File: src/sv/rcfd_pkg.sv
// ----------------------------------------------------------------------------
// rcfd_pkg
// Shared constants, codes and types of the remote-control frame decoder.
// ----------------------------------------------------------------------------
package rcfd_pkg;

  localparam int BUFFER_BYTES = 36;
  localparam int FRAME_BYTES  = 18;
  localparam int LEN_W        = $clog2(BUFFER_BYTES + 1);
  localparam int POS_W        = $clog2(FRAME_BYTES);
  localparam int CHAN_W       = 12;
  localparam int RAW_W        = 11;
  localparam int AXIS_W       = 16;
  localparam int SWB_W        = 20;
  localparam int TMO_W        = 16;
  localparam int TICK_W       = TMO_W + 1;
  localparam int CFG_W        = 16;

  localparam logic [RAW_W-1:0] MIDPOINT_RST = 11'd1024;
  localparam logic [TMO_W-1:0] TIMEOUT_RST  = 16'd100;

  // request codes
  localparam logic [1:0] REQ_BYTE = 2'd0;
  localparam logic [1:0] REQ_IDLE = 2'd1;
  localparam logic [1:0] REQ_TICK = 2'd2;

  // configuration register indexes
  localparam logic REG_MIDPOINT = 1'b0;
  localparam logic REG_TIMEOUT  = 1'b1;

  typedef enum logic [1:0] {
    STAT_NONE = 2'd0,
    STAT_GOOD = 2'd1,
    STAT_BAD  = 2'd2
  } status_t;

  typedef logic [FRAME_BYTES-1:0][7:0] frame_t;

  typedef struct packed {
    logic done;        // burst ends on this word
    logic have_frame;  // a complete frame exists in this burst
  } burst_ev_t;

  typedef struct packed {
    logic [4:0][CHAN_W-1:0] chan;
    logic [SWB_W-1:0]       sw_btn;
    logic [2:0][AXIS_W-1:0] mouse;
    logic [AXIS_W-1:0]      keys;
  } record_t;

endpackage

File: src/sv/rcfd_frame_asm.sv
// ----------------------------------------------------------------------------
// rcfd_frame_asm
// Burst byte counter and aligned frame assembly; presents the last complete
// frame of the burst when the burst ends.
// ----------------------------------------------------------------------------
module rcfd_frame_asm (
  input  logic               clk,
  input  logic               rst_n,
  input  logic               step,
  input  logic [1:0]         req_type,
  input  logic [7:0]         data_byte,
  output rcfd_pkg::burst_ev_t ev,
  output rcfd_pkg::frame_t   frame
);
  import rcfd_pkg::*;

  logic [LEN_W-1:0]               len_r, len_nxt;
  logic [POS_W-1:0]               pos_r, pos_nxt;
  logic                           have_r, have_nxt;
  logic [FRAME_BYTES-2:0][7:0]    cur_r;
  frame_t                         last_r;
  frame_t                         new_frame;
  logic                           is_byte, is_idle, completes, full;

  always_comb begin
    is_byte   = step && (req_type == REQ_BYTE);
    is_idle   = step && (req_type == REQ_IDLE);
    completes = is_byte && (pos_r == POS_W'(FRAME_BYTES - 1));
    full      = is_byte && (len_r == LEN_W'(BUFFER_BYTES - 1));
    new_frame = {data_byte, cur_r};

    ev.done       = full || (is_idle && (len_r != '0));
    ev.have_frame = completes || have_r;
    frame         = completes ? new_frame : last_r;

    len_nxt  = len_r;
    pos_nxt  = pos_r;
    have_nxt = have_r;
    if (ev.done) begin
      len_nxt  = '0;
      pos_nxt  = '0;
      have_nxt = 1'b0;
    end else if (is_byte) begin
      len_nxt  = len_r + 1'b1;
      pos_nxt  = completes ? '0 : pos_r + 1'b1;
      have_nxt = have_r || completes;
    end
  end

  always_ff @(posedge clk) begin
    if (!rst_n) begin
      len_r  <= '0;
      pos_r  <= '0;
      have_r <= 1'b0;
    end else begin
      len_r  <= len_nxt;
      pos_r  <= pos_nxt;
      have_r <= have_nxt;
    end
  end

  // frame bytes carry no reset
  always_ff @(posedge clk) begin
    if (is_byte && !completes) begin
      cur_r[pos_r] <= data_byte;
    end
    if (completes) begin
      last_r <= new_frame;
    end
  end

endmodule

File: src/sv/rcfd_decode.sv
// ----------------------------------------------------------------------------
// rcfd_decode
// Bit slicing of one 18-byte frame into channels, switches, mouse and keys.
// ----------------------------------------------------------------------------
module rcfd_decode (
  input  rcfd_pkg::frame_t           frame,
  input  logic [rcfd_pkg::RAW_W-1:0] midpoint,
  output logic                       good,
  output rcfd_pkg::record_t          rec
);
  import rcfd_pkg::*;

  logic [4:0][RAW_W-1:0] raw;
  logic [1:0]            sa, sb;

  always_comb begin
    sa   = frame[5][5:4];
    sb   = frame[5][7:6];
    good = (sa != 2'd0) && (sb != 2'd0);

    raw[0] = {frame[1][2:0], frame[0]};
    raw[1] = {frame[2][5:0], frame[1][7:3]};
    raw[2] = {frame[4][0], frame[3], frame[2][7:6]};
    raw[3] = {frame[5][3:0], frame[4][7:1]};
    raw[4] = {frame[17][2:0], frame[16]};

    for (int i = 0; i < 5; i++) begin
      rec.chan[i] = {1'b0, raw[i]} - {1'b0, midpoint};
    end
    rec.sw_btn   = {frame[13], frame[12], sb, sa};
    rec.mouse[0] = {frame[7], frame[6]};
    rec.mouse[1] = {frame[9], frame[8]};
    rec.mouse[2] = {frame[11], frame[10]};
    rec.keys     = {frame[15], frame[14]};
  end

endmodule

File: src/sv/rc_receiver_frame_decoder.sv
// ----------------------------------------------------------------------------
// rc_receiver_frame_decoder
// Remote-control receiver: gathers 18-byte frames, holds the decoded record
// and reports an online flag.
// ----------------------------------------------------------------------------
// Input channel (in_valid/in_ready) carries one word per received byte,
// line-idle event or 1 ms tick. Every accepted word produces exactly one
// result word on the out_ channel: a status code (none, good frame, rejected
// frame), the online flag and the held record of channels, switches,
// buttons, mouse axes and key mask.
// From the accepting edge a word passes one input register, then the decode
// and state update land in the output register. Throughput is one word per
// cycle while out_ready stays high; the output register and the input
// register let a new word enter while a result waits, so a stalled receiver
// backs up at most two words before in_ready drops.
// Reset clears the burst counter, held record and tick count (the online
// register has no reset; it follows the cleared count) and loads midpoint
// 1024 and timeout 100. No clearing pass is needed: frame bytes are only
// read after being written. cfg_we writes channel_midpoint (index 0) or
// online_timeout (index 1) at once; write only while the block is idle.
// ----------------------------------------------------------------------------
module rc_receiver_frame_decoder (
  input  logic                                clk,
  input  logic                                rst_n,
  input  logic                                in_valid,
  output logic                                in_ready,
  input  logic [1:0]                          in_req_type,
  input  logic [7:0]                          in_data_byte,
  output logic                                out_valid,
  input  logic                                out_ready,
  output logic [1:0]                          out_status,
  output logic                                out_online,
  output logic signed [rcfd_pkg::CHAN_W-1:0]  out_channel_0,
  output logic signed [rcfd_pkg::CHAN_W-1:0]  out_channel_1,
  output logic signed [rcfd_pkg::CHAN_W-1:0]  out_channel_2,
  output logic signed [rcfd_pkg::CHAN_W-1:0]  out_channel_3,
  output logic signed [rcfd_pkg::CHAN_W-1:0]  out_channel_4,
  output logic [rcfd_pkg::SWB_W-1:0]          out_switches_and_buttons,
  output logic signed [rcfd_pkg::AXIS_W-1:0]  out_mouse_x,
  output logic signed [rcfd_pkg::AXIS_W-1:0]  out_mouse_y,
  output logic signed [rcfd_pkg::AXIS_W-1:0]  out_mouse_z,
  output logic [rcfd_pkg::AXIS_W-1:0]         out_key_mask,
  input  logic                                cfg_we,
  input  logic                                cfg_index,
  input  logic [rcfd_pkg::CFG_W-1:0]          cfg_wdata
);
  import rcfd_pkg::*;

  logic               s1_valid_r;
  logic [1:0]         s1_req_r;
  logic [7:0]         s1_byte_r;
  logic               out_valid_r;
  status_t            status_r, status_nxt;
  logic               online_r, online_nxt;
  record_t            held_r, held_nxt;
  logic [TICK_W-1:0]  ticks_r, ticks_nxt;
  logic [RAW_W-1:0]   midpoint_r;
  logic [TMO_W-1:0]   timeout_r;

  logic               out_free, step;
  burst_ev_t          ev;
  frame_t             frame;
  logic               frame_ok, good_frame;
  record_t            dec_rec;

  assign out_free = !out_valid_r || out_ready;
  assign step     = s1_valid_r && out_free;
  assign in_ready = !s1_valid_r || step;

  rcfd_frame_asm u_asm (
    .clk       (clk),
    .rst_n     (rst_n),
    .step      (step),
    .req_type  (s1_req_r),
    .data_byte (s1_byte_r),
    .ev        (ev),
    .frame     (frame)
  );

  rcfd_decode u_dec (
    .frame    (frame),
    .midpoint (midpoint_r),
    .good     (frame_ok),
    .rec      (dec_rec)
  );

  always_comb begin
    good_frame = ev.done && ev.have_frame && frame_ok;
    if (!ev.done) begin
      status_nxt = STAT_NONE;
    end else if (good_frame) begin
      status_nxt = STAT_GOOD;
    end else begin
      status_nxt = STAT_BAD;
    end

    held_nxt = good_frame ? dec_rec : held_r;

    ticks_nxt = ticks_r;
    if (good_frame) begin
      ticks_nxt = '0;
    end else if (step && (s1_req_r == REQ_TICK) && (ticks_r <= {1'b0, timeout_r})) begin
      ticks_nxt = ticks_r + 1'b1;
    end
    online_nxt = (ticks_nxt <= {1'b0, timeout_r});
  end

  always_ff @(posedge clk) begin
    if (!rst_n) begin
      s1_valid_r  <= 1'b0;
      out_valid_r <= 1'b0;
      held_r      <= '0;
      ticks_r     <= '0;
      midpoint_r  <= MIDPOINT_RST;
      timeout_r   <= TIMEOUT_RST;
    end else begin
      if (in_ready) begin
        s1_valid_r <= in_valid;
      end
      if (out_free) begin
        out_valid_r <= s1_valid_r;
      end
      if (step) begin
        held_r  <= held_nxt;
        ticks_r <= ticks_nxt;
      end
      if (cfg_we) begin
        unique case (cfg_index)
          REG_MIDPOINT: midpoint_r <= cfg_wdata[RAW_W-1:0];
          REG_TIMEOUT:  timeout_r  <= cfg_wdata[TMO_W-1:0];
          default: ;
        endcase
      end
    end
  end

  // payload registers
  always_ff @(posedge clk) begin
    if (in_valid && in_ready) begin
      s1_req_r  <= in_req_type;
      s1_byte_r <= in_data_byte;
    end
    if (step) begin
      status_r <= status_nxt;
      online_r <= online_nxt;
    end
  end

  record_t out_rec_r;
  always_ff @(posedge clk) begin
    if (step) begin
      out_rec_r <= held_nxt;
    end
  end

  assign out_valid                = out_valid_r;
  assign out_status               = status_r;
  assign out_online               = online_r;
  assign out_channel_0            = out_rec_r.chan[0];
  assign out_channel_1            = out_rec_r.chan[1];
  assign out_channel_2            = out_rec_r.chan[2];
  assign out_channel_3            = out_rec_r.chan[3];
  assign out_channel_4            = out_rec_r.chan[4];
  assign out_switches_and_buttons = out_rec_r.sw_btn;
  assign out_mouse_x              = out_rec_r.mouse[0];
  assign out_mouse_y              = out_rec_r.mouse[1];
  assign out_mouse_z              = out_rec_r.mouse[2];
  assign out_key_mask             = out_rec_r.keys;

  // a good frame restarts the tick count, so the link reads online
  a_good_online: assert property (@(posedge clk) disable iff (!rst_n)
    out_valid_r && (status_r == STAT_GOOD) |-> online_r)
    else $error("good frame reported offline");

  // a good frame never carries a zero switch
  a_good_switches: assert property (@(posedge clk) disable iff (!rst_n)
    out_valid_r && (status_r == STAT_GOOD) |->
      (out_rec_r.sw_btn[1:0] != 2'd0) && (out_rec_r.sw_btn[3:2] != 2'd0))
    else $error("good frame with zero switch");

  // hold the input register while the output side stalls
  a_s1_hold: assert property (@(posedge clk) disable iff (!rst_n)
    s1_valid_r && !step |=> s1_valid_r && $stable(s1_req_r) && $stable(s1_byte_r))
    else $error("input register lost a stalled word");

  // a rejected or empty word leaves the held record alone
  a_record_kept: assert property (@(posedge clk) disable iff (!rst_n)
    step && (status_nxt != STAT_GOOD) |=> $stable(held_r))
    else $error("held record changed without a good frame");

endmodule

File: config.mk
export PLATFORM = sky130hd
export DESIGN_NAME = rc_receiver_frame_decoder
export DESIGN_NICKNAME = d
export VERILOG_FILES = /design/src/sv/rcfd_pkg.sv /design/src/sv/rcfd_frame_asm.sv /design/src/sv/rcfd_decode.sv /design/src/sv/rc_receiver_frame_decoder.sv
export SDC_FILE = /design/constraint.sdc
export NUM_CORES = 1
export LEC_CHECK = 0
export BUFFER_PORTS_ARGS = -buffer_cell sky130_fd_sc_hd__buf_2
export CORE_MARGIN = 10
export CORE_UTILIZATION = 56
export CTS_BUF_LIST = sky130_fd_sc_hd__clkbuf_8
export DETAILED_ROUTE_END_ITERATION = 8
export GPL_ROUTABILITY_DRIVEN = 0
export PLACE_DENSITY = 0.78
export SLEW_MARGIN = 20
export SYNTH_ARGS = -nofsm -noshare
export SYNTH_HDL_FRONTEND = slang
export SYNTH_SLANG_ARGS = --single-unit
File: constraint.sdc
create_clock -name clk -period 4.2 [get_ports clk]
set_input_delay 0.21 -clock clk [delete_from_list [all_inputs] [get_ports clk]]
set_output_delay 0.21 -clock clk [all_outputs]
set_load 0.02 [all_outputs]
==> results.md, run 1 <==
* Fin cells at 2868
* Mapped Nets at 2061
* Critical path arrival at 4.41 ns
* Max Freq at 249 MHz
* Post-Synth XOR/XNOR Area at 1.16%
* Core area at 44000 um2
* Worst r2r src: u_asm.pos_r[0]$_SDFFE_PP0P_
* CP endpoint kind: flip-flop
* Drt via density at 5.58
* CTS tree: yes
* Die Ht at 231 um
* Worst min-delay path endpoint: midpoint_r[3]$_SDFFE_PN0P_
* Synth top area cells: edfxtp_1 35%, dfxtp_1 28%, mux2_1 6.2%, ha_1 4.7%, mux2_2 3.7%
* Dpl cell area at 26400 um2
* GRT Util Overall at 21.2%
* H-tree depth at 3
* Max Cap Viol at 0
* Synth Area in Compound Gates at 7.31%
* WS Path Type: reg -> reg
* Nets@finish at 2322
* Synth Flop Type: dfxtp_1
* Worst Skew at 0.0355 ns
* Layout cells sized above 1 at 19.6%
* Final hold viol count at 0
* Clk slew on worst S/H paths at 0.06 ns
* Vias at 16000
* Crit start category: flip-flop
* Fin area at 28700 um2
* Most numerous cell on the critical path: buf_4
* Delay-heaviest family, CP: buffers and inverters
* Hold Path Cell Cnt at 4
* Yosys warns at 0
* Simple logic cell fraction of the synthesized area at 10.2%
* Buffers on Ports at 180
* Final WS setup at 0.181 ns
* Adder-Cell Fraction of Synth Area at 5.14%
* Sequential fraction of the synthesis area at 63.0%
* Hold slack at 0.0674 ns
* Dominant cell type by area after synthesis: edfxtp_1
* Worst slew margin at 26.9%
* Leakage at 11.5 nW
* Worst r2r dst: out_channel_1[9]$_DFFE_PP_
* Slew @ Worst Pin at 1.10 ns
* Status: completed
* Hold path start: cfg_index
* Final worst-path cycle share at 95.7%
* Hold Crit Class: in -> reg
* Drt pass-1 iters at 6
* Number of flops mapped to enable cells by yosys at 293
* I/O Pins at 181
* Setup TNS Final at 0 ns
* Final wirelength at 57800 um
* Clock sink count at 634
* Worst reg-to-reg path cell count at 14
* Worst skew pair latency at 0.68 ns
* Peak supply drop at 0.000268 V
* Post-Syn Instances at 1930
* Initial antenna violation count at 1
* Mapped Area at 24800 um2
* Cells along the critical path: ha_2 > nand4bb_1 > nor4_4 > buf_4 > buf_16 > buf_6 > buf_4 > mux2_1 > ha_1 > a211oi_1 > a21oi_1 > a211oi_2 > xor2_1 > o21ai_0
* Crit Path Max Fanout at 41
* Slowest CP cell: dfxtp_1
* Largest family of logic cells by synthesized area: multiplexers
* Design Power at 12.2 mW
* Vias in the first global route at 16200
* WP data required at 4.59 ns
* Area Overhead vs Synth at 15.7%
* Reg2reg setup slack at 0.18 ns
* First-pass GRT wire length at 88600 um
* Synth top area share at 35.5%
* Remaining Overflow, GRT at 0
* Pwr/cell area at 424 nW/um2
* Async set or reset register ratio after synthesis at 0%
* Initial DRC Count at 1347
* Yosys reg bits at 634
* Synth unique cells at 64
* Setup WS pre-CTS at 0.114 ns
* Final Setup Violations at 0
* FP Rows at 77
* CTS Root Cell: clkbuf_8
* Initial Util at 56.4%
* Post-DRT Antenna Nets at 0
* Multiplexer area fraction after synthesis at 10.9%
* # DRC at 0
* Largest net degree at the start of global routing at 87
* Peak per-stage delay on the critical path at 0.43 ns
* Final min period at 4.02 ns
* CTS Buf Count at 97
* Die area at 53100 um2
* Slew Viols, Final at 0
* Dpl hpwl at 37700 um
* Layout Utilization at 65.2%
* Horiz. Die Dim at 231 um
* Longest Clk Path Bufs at 3
* Crit path buffers/inverters at 4
* Cells after DPL at 2651
* Wirelength per Cell at 20.1 um
* Syn_area_per_cell at 12.9 um2
## worst max path at each step
stage | from | endpoint | slack, ns | cells after the start
2_1_floorplan | out_valid$_SDFFE_PN0P_ | held_r[138]$_SDFFE_PN0P_ | 0.21 | 16
3_3_place_gp | u_asm.pos_r[0]$_SDFFE_PP0P_ | out_channel_4[6]$_DFFE_PP_ | 0.34 | 12
3_5_place_dp | u_asm.pos_r[0]$_SDFFE_PP0P_ | out_channel_1[9]$_DFFE_PP_ | 0.11 | 14
4_1_cts | u_asm.pos_r[0]$_SDFFE_PP0P_ | out_channel_1[9]$_DFFE_PP_ | 0.1 | 14
5_1_grt | u_asm.pos_r[0]$_SDFFE_PP0P_ | out_channel_1[9]$_DFFE_PP_ | -0.02 | 14
6_report | u_asm.pos_r[0]$_SDFFE_PP0P_ | out_channel_1[9]$_DFFE_PP_ | 0.18 | 14
## layout by cell type, fill, tap and decap left out, drive strengths merged, types with 21 or more instances in the layout
cell         Yosys  layout
a21oi           81      81
and2           141     141
buf             34     213
clkbuf          48     116
clkinv           0      21
dfxtp          341     341
dlygate4sd3      0      31
edfxtp         293     293
ha              94      94
inv             65     109
mux2           218     218
mux2i           25      25
nand2          118     118
nand2b          24      24
nand3           32      32
nor2            51      51
nor3            26      26
o21ai          115     115
## cells in the mapped netlist, drive strengths merged (18+ instances only)
| library cell | number |
|---|---|
| edfxtp | 293 |
| a211oi | 18 |
| nand2b | 24 |
| o21ai | 115 |
| nand2 | 118 |
| buf | 34 |
| nor2 | 51 |
| ha | 94 |
| o31ai | 18 |
| dfxtp | 341 |
| xor2 | 18 |
| nor3 | 26 |
| a21oi | 81 |
| mux2i | 25 |
| inv | 65 |
| clkbuf | 48 |
| nand3 | 32 |
| and2 | 141 |
| mux2 | 218 |
## worst reg2reg max path: stages, from the launching register on
cell and delay, ns:
dfxtp_1 0.43, ha_2 0.27, nand4bb_1 0.21, nor4_4 0.25, buf_4 0.19, buf_16 0.24
buf_6 0.26, buf_4 0.17, mux2_1 0.35, ha_1 0.39, a211oi_1 0.26, a21oi_1 0.13
a211oi_2 0.29, xor2_1 0.20, o21ai_0 0.10
## cells by family after synthesis
logic type / count (synthesis)
and+or+nand+nor: 471
xor gates and xnor gates: 33
adders and majority gates: 99
muxes: 243
AOI/OAI and AO/OA: 303
buffers and inverters: 147
DFF: 634
## flip-flops by register name, summed over array words and instances, names as in the netlist, 2 cells and up
name and cells:
out_channel_3 12, out_mouse_z 16, u_asm.pos_r 5, out_channel_1 12
u_asm.last_r 139, s1_byte_r 8, held_r 144, u_asm.cur_r 136
midpoint_r 11, out_channel_4 12, out_switches_and_buttons 20, s1_req_r 2
out_key_mask 16, timeout_r 16, out_mouse_x 16, out_mouse_y 16
out_status 2, out_channel_0 12, u_asm.len_r 6, out_channel_2 12
ticks_r 17
## repair_timing
action / in CTS / in global routing
endpoints found under the setup margin: 0 / 27
hold buffers: 31 / 0
resized for setup: 0 / 10
setup buffers: 0 / 1
endpoints found under the hold margin: 57 / 0
## layout make-up
class | instances | area [um2]
clock buffers | 116 | 1600
fillers | 3298 | 15300
diodes | 1 | 2.50
inverters | 65 | 251
flip-flops and latches | 634 | 15600
clock inverters | 67 | 318
repair buffers | 244 | 1540
multi-input cells | 1149 | 8630
well taps | 592 | 741
## report_power, final
part | switching [mW] | internal (mW)
logic | 0.445 | 0.219
clock network | 2.33 | 2.57
registers | 0.0542 | 6.54
total | 2.83 | 9.34
## routing by layer
| metal | track usage, % | vias to the layer above | wire, um |
|---|---|---|---|
| li1 | - | 7502 | - |
| met1 | 26.2 | 7797 | 24000 |
| met2 | 35.9 | 573 | 28500 |
| met3 | 4.21 | 127 | 3600 |
| met4 | 8.47 | 0 | 1710 |
| met5 | 0 | - | 0 |
Note: power is estimated with default switching activity, not from simulation.
==> run 2, diff against run 1 <==
--- a/config.mk
+++ b/config.mk
@@ -6,13 +6,16 @@
 export NUM_CORES = 1
 export LEC_CHECK = 0
 export BUFFER_PORTS_ARGS = -buffer_cell sky130_fd_sc_hd__buf_2
+export CELL_PAD_IN_SITES_DETAIL_PLACEMENT = 1
+export CELL_PAD_IN_SITES_GLOBAL_PLACEMENT = 2
 export CORE_MARGIN = 10
-export CORE_UTILIZATION = 56
+export CORE_UTILIZATION = 38
 export CTS_BUF_LIST = sky130_fd_sc_hd__clkbuf_8
 export DETAILED_ROUTE_END_ITERATION = 8
 export GPL_ROUTABILITY_DRIVEN = 0
-export PLACE_DENSITY = 0.78
+export PLACE_DENSITY = 0.79
 export SLEW_MARGIN = 20
 export SYNTH_ARGS = -nofsm -noshare
 export SYNTH_HDL_FRONTEND = slang
+export SYNTH_HIERARCHICAL = 1
 export SYNTH_SLANG_ARGS = --single-unit
==> run 2 against run 1 <==
- combinational power rose by 19%
- sequential share of layout area fell by 4.3 points
- cell count rose by 32%
- non-clock buffer count rose by 3
- global-route usage fell by 3.8 points
- critical endpoint is now out_online$_DFFE_PP_
- largest cell class unchanged
==> results.md, run 2 <==
* Initial DRC Count at 910 (-32%)
* Final worst-path cycle share at 93.8% (-1.9 points)
* Worst slew margin at 25.5% (-1.4 points)
* Cells along the critical path: inv_1 > ha_1 > and4bb_1 > nand2_8 > mux2_4 > o22a_1 > nand3_4 > inv_6 > or4_4 > nand2_1 > ha_1 > and3_1 > o21ai_1 > a21oi_1 > a211oi_2 > o211ai_1 > a2bb2oi_1
* Top routing layer used: met4
* Setup TNS Final at 0 ns (unchanged)
* Final wirelength at 73300 um (+27%)
* Mapped Area at 27300 um2 (+10%)
* GRT Util Overall at 17.4% (-3.8 points)
* FP Rows at 98 (+27%)
* Fin area at 31200 um2 (+8.5%)
* Vias in the first global route at 20100 (+24%)
* Final Setup Violations at 0 (unchanged)
* Horiz. Die Dim at 288 um (+25%)
* I/O Pins at 181 (unchanged)
* Leakage at 12.8 nW (+11%)
* CTS Root Cell: clkbuf_8
* Vias at 18700 (+17%)
* Met1 wire length at 33100 um (+38%)
* Power share of the combinational group at 6.1% (+0.6 points)
* WP data required at 4.76 ns (+0.17 ns)
* Drt via density at 4.95 (-11%)
* Buffers on Ports at 180 (unchanged)
* Flip-flop count of the largest register after layout at 144 (unchanged)
* Clock power share at 42.7% (+2.4 points)
* Post CTS Setup Buffer Count at 0 (unchanged)
* Status: completed
* Final hold viol count at 0 (unchanged)
* Most common cell after layout, fill and taps aside: nand2_1
* # DRC at 0 (unchanged)
* Sequential power share at 51.2% (-3.1 points)
* Slew @ Worst Pin at 1.12 ns (+0.0203 ns)
* RSZ-0062 raised after global routing: no
* Largest Register: held_r
* Initial Util at 38.3% (-18 points)
* Initial antenna violation count at 2 (+1)
* Wirelength per Cell at 19.4 um (-3.9%)
* Cells after DPL at 3546 (+34%)
* Reg2reg setup slack at 0.26 ns (+0.08 ns)
* Die area at 83100 um2 (+56%)
* Hold Crit Class: in -> reg
* Internal power at 9.80 mW (+4.9%)
* Nets@finish at 2871 (+24%)
* Pwr/cell area at 414 nW/um2 (-2.2%)
* Largest net degree at the start of global routing at 170 (+95%)
* Dpl cell area at 28600 um2 (+8.2%)
* Crit start category: flip-flop
* Most numerous cell on the critical path: ha_1
* CTS Buf Count at 106 (+9.3%)
* Mapped Nets at 2726 (+32%)
* Crit path buffers/inverters at 2 (-2)
* Net load switching power at 3.11 mW (+10%)
* Final min period at 3.94 ns (-0.0780 ns)
* Syn_area_per_cell at 10.5 um2 (-18%)
* Post-Syn Instances at 2595 (+34%)
* Fill cell count at 7881 (+140%)
* Largest regs: held_r (144), u_asm/last_r (139), u_asm/cur_r (136)
* Commonest non-fill, non-tap cells in the layout: 822 x nand2_1, 340 x dfxtp_1, 293 x edfxtp_1
* Post-DRT Antenna Nets at 0 (unchanged)
* Slowest CP cell: or4_4
* Layout cells sized above 1 at 18.5% (-1.0 points)
* Final WS setup at 0.259 ns (+0.0780 ns)
* Delay-heaviest family, CP: simple AND/OR/NAND/NOR gates
* Longest Clk Path Bufs at 3 (unchanged)
* Peak per-stage delay on the critical path at 0.50 ns (+0.07 ns)
* Met2 wire len at 35400 um (+24%)
* Max Cap Viol at 0 (unchanged)
* Crit Path Max Fanout at 18 (-56%)
* Sw Ratio at 24.1% (+0.87 points)
* Max Freq at 254 MHz (+2.0%)
* Worst Skew at 0.0252 ns (-0.0103 ns)
* Fin cells at 3785 (+32%)
* Clock sink count at 634 (unchanged)
* WS Path Type: reg -> reg
* Peak supply drop at 0.000230 V (-14%)
* Dpl hpwl at 47500 um (+26%)
* Yosys warns at 6 (+6)
* Core area at 71400 um2 (+62%)
* Die Ht at 288 um (+25%)
* Area Overhead vs Synth at 13.9%
* First-pass GRT wire length at 114000 um (+29%)
* Remaining Overflow, GRT at 0 (unchanged)
* Slew Viols, Final at 0 (unchanged)
* Drt pass-1 iters at 5 (-1)
* H-tree depth at 3 (unchanged)
* CTS tree: yes
* CP endpoint kind: flip-flop
* Worst skew pair latency at 0.71 ns (+0.03 ns)
* Met3 WL post-DR at 2950 um (-18%)
* Setup WS pre-CTS at 0.227 ns (+0.112 ns)
* Critical path arrival at 4.50 ns (+0.09 ns)
* Clk slew on worst S/H paths at 0.07 ns (about the same)
[run 2: metrics by stage]
stage	utilization, %	hold WS (ns)	total power [mW]
after floorplan	-	0.309	7.20
after global placement	40.0	0.389	7.49
after detailed placement	40.1	0.389	7.51
after CTS	43.6	0.0426	13.1
after global routing	43.7	0.0717	13.5
final	43.7	0.107	12.9
[run 2: path summary, 6_finish.rpt]
kind                               startpoint                         end  depth (start not counted)
setup / recovery  u_asm/pos_r[1]$_SDFFE_PP0P_        out_online$_DFFE_PP_                         17
setup reg to reg  u_asm/pos_r[1]$_SDFFE_PP0P_        out_online$_DFFE_PP_                         17
hold / removal                         cfg_we  midpoint_r[0]$_SDFFE_PN0P_                          4
hold reg to reg    timeout_r[15]$_SDFFE_PN0P_  timeout_r[15]$_SDFFE_PN0P_                          2
[run 2: layout make-up]
cell class / instances / area [um2] / area share (%)
tap: 950 / 1190 / 3.82
timing repair buffer: 247 / 1600 / 5.14
clock buffer: 124 / 1710 / 5.48
inverter: 71 / 289 / 0.928
multi-input combinational: 1680 / 10300 / 33.0
antenna: 2 / 5.00 / 0.0161
clock inverter: 77 / 462 / 1.48
sequential: 634 / 15600 / 50.2
[run 2: repair_timing]
item,in CTS,in global routing
resized for setup,0,3
hold buffers,33,0
hold endpoints to repair,43,0
setup endpoints to repair,0,2
[run 2: power groups by stage]
stage          clock (mW)  combinational [mW]  sequential [mW]
2_1_floorplan           0               0.392             6.81
3_3_place_gp            0               0.741             6.75
3_5_place_dp            0               0.764             6.74
4_1_cts              5.71               0.794             6.61
5_1_grt              5.99               0.861             6.61
6_report             5.51               0.788             6.61
[run 2: layer usage]
metal	global-route usage (%)	vias up
li1	-	9028
met1	21.7	9257
met2	29.8	325
met3	3.31	128
met4	5.74	0
met5	0	-
[run 2: worst register-to-register path, cell delays in order (launching register included)]
cell and delay (ns):
dfxtp_1 0.36, inv_1 0.10, ha_1 0.27, and4bb_1 0.38, nand2_8 0.14, mux2_4 0.35
o22a_1 0.25, nand3_4 0.17, inv_6 0.12, or4_4 0.50, nand2_1 0.08, ha_1 0.23
and3_1 0.20, o21ai_1 0.08, a21oi_1 0.10, a211oi_2 0.21, o211ai_1 0.12, a2bb2oi_1 0.16
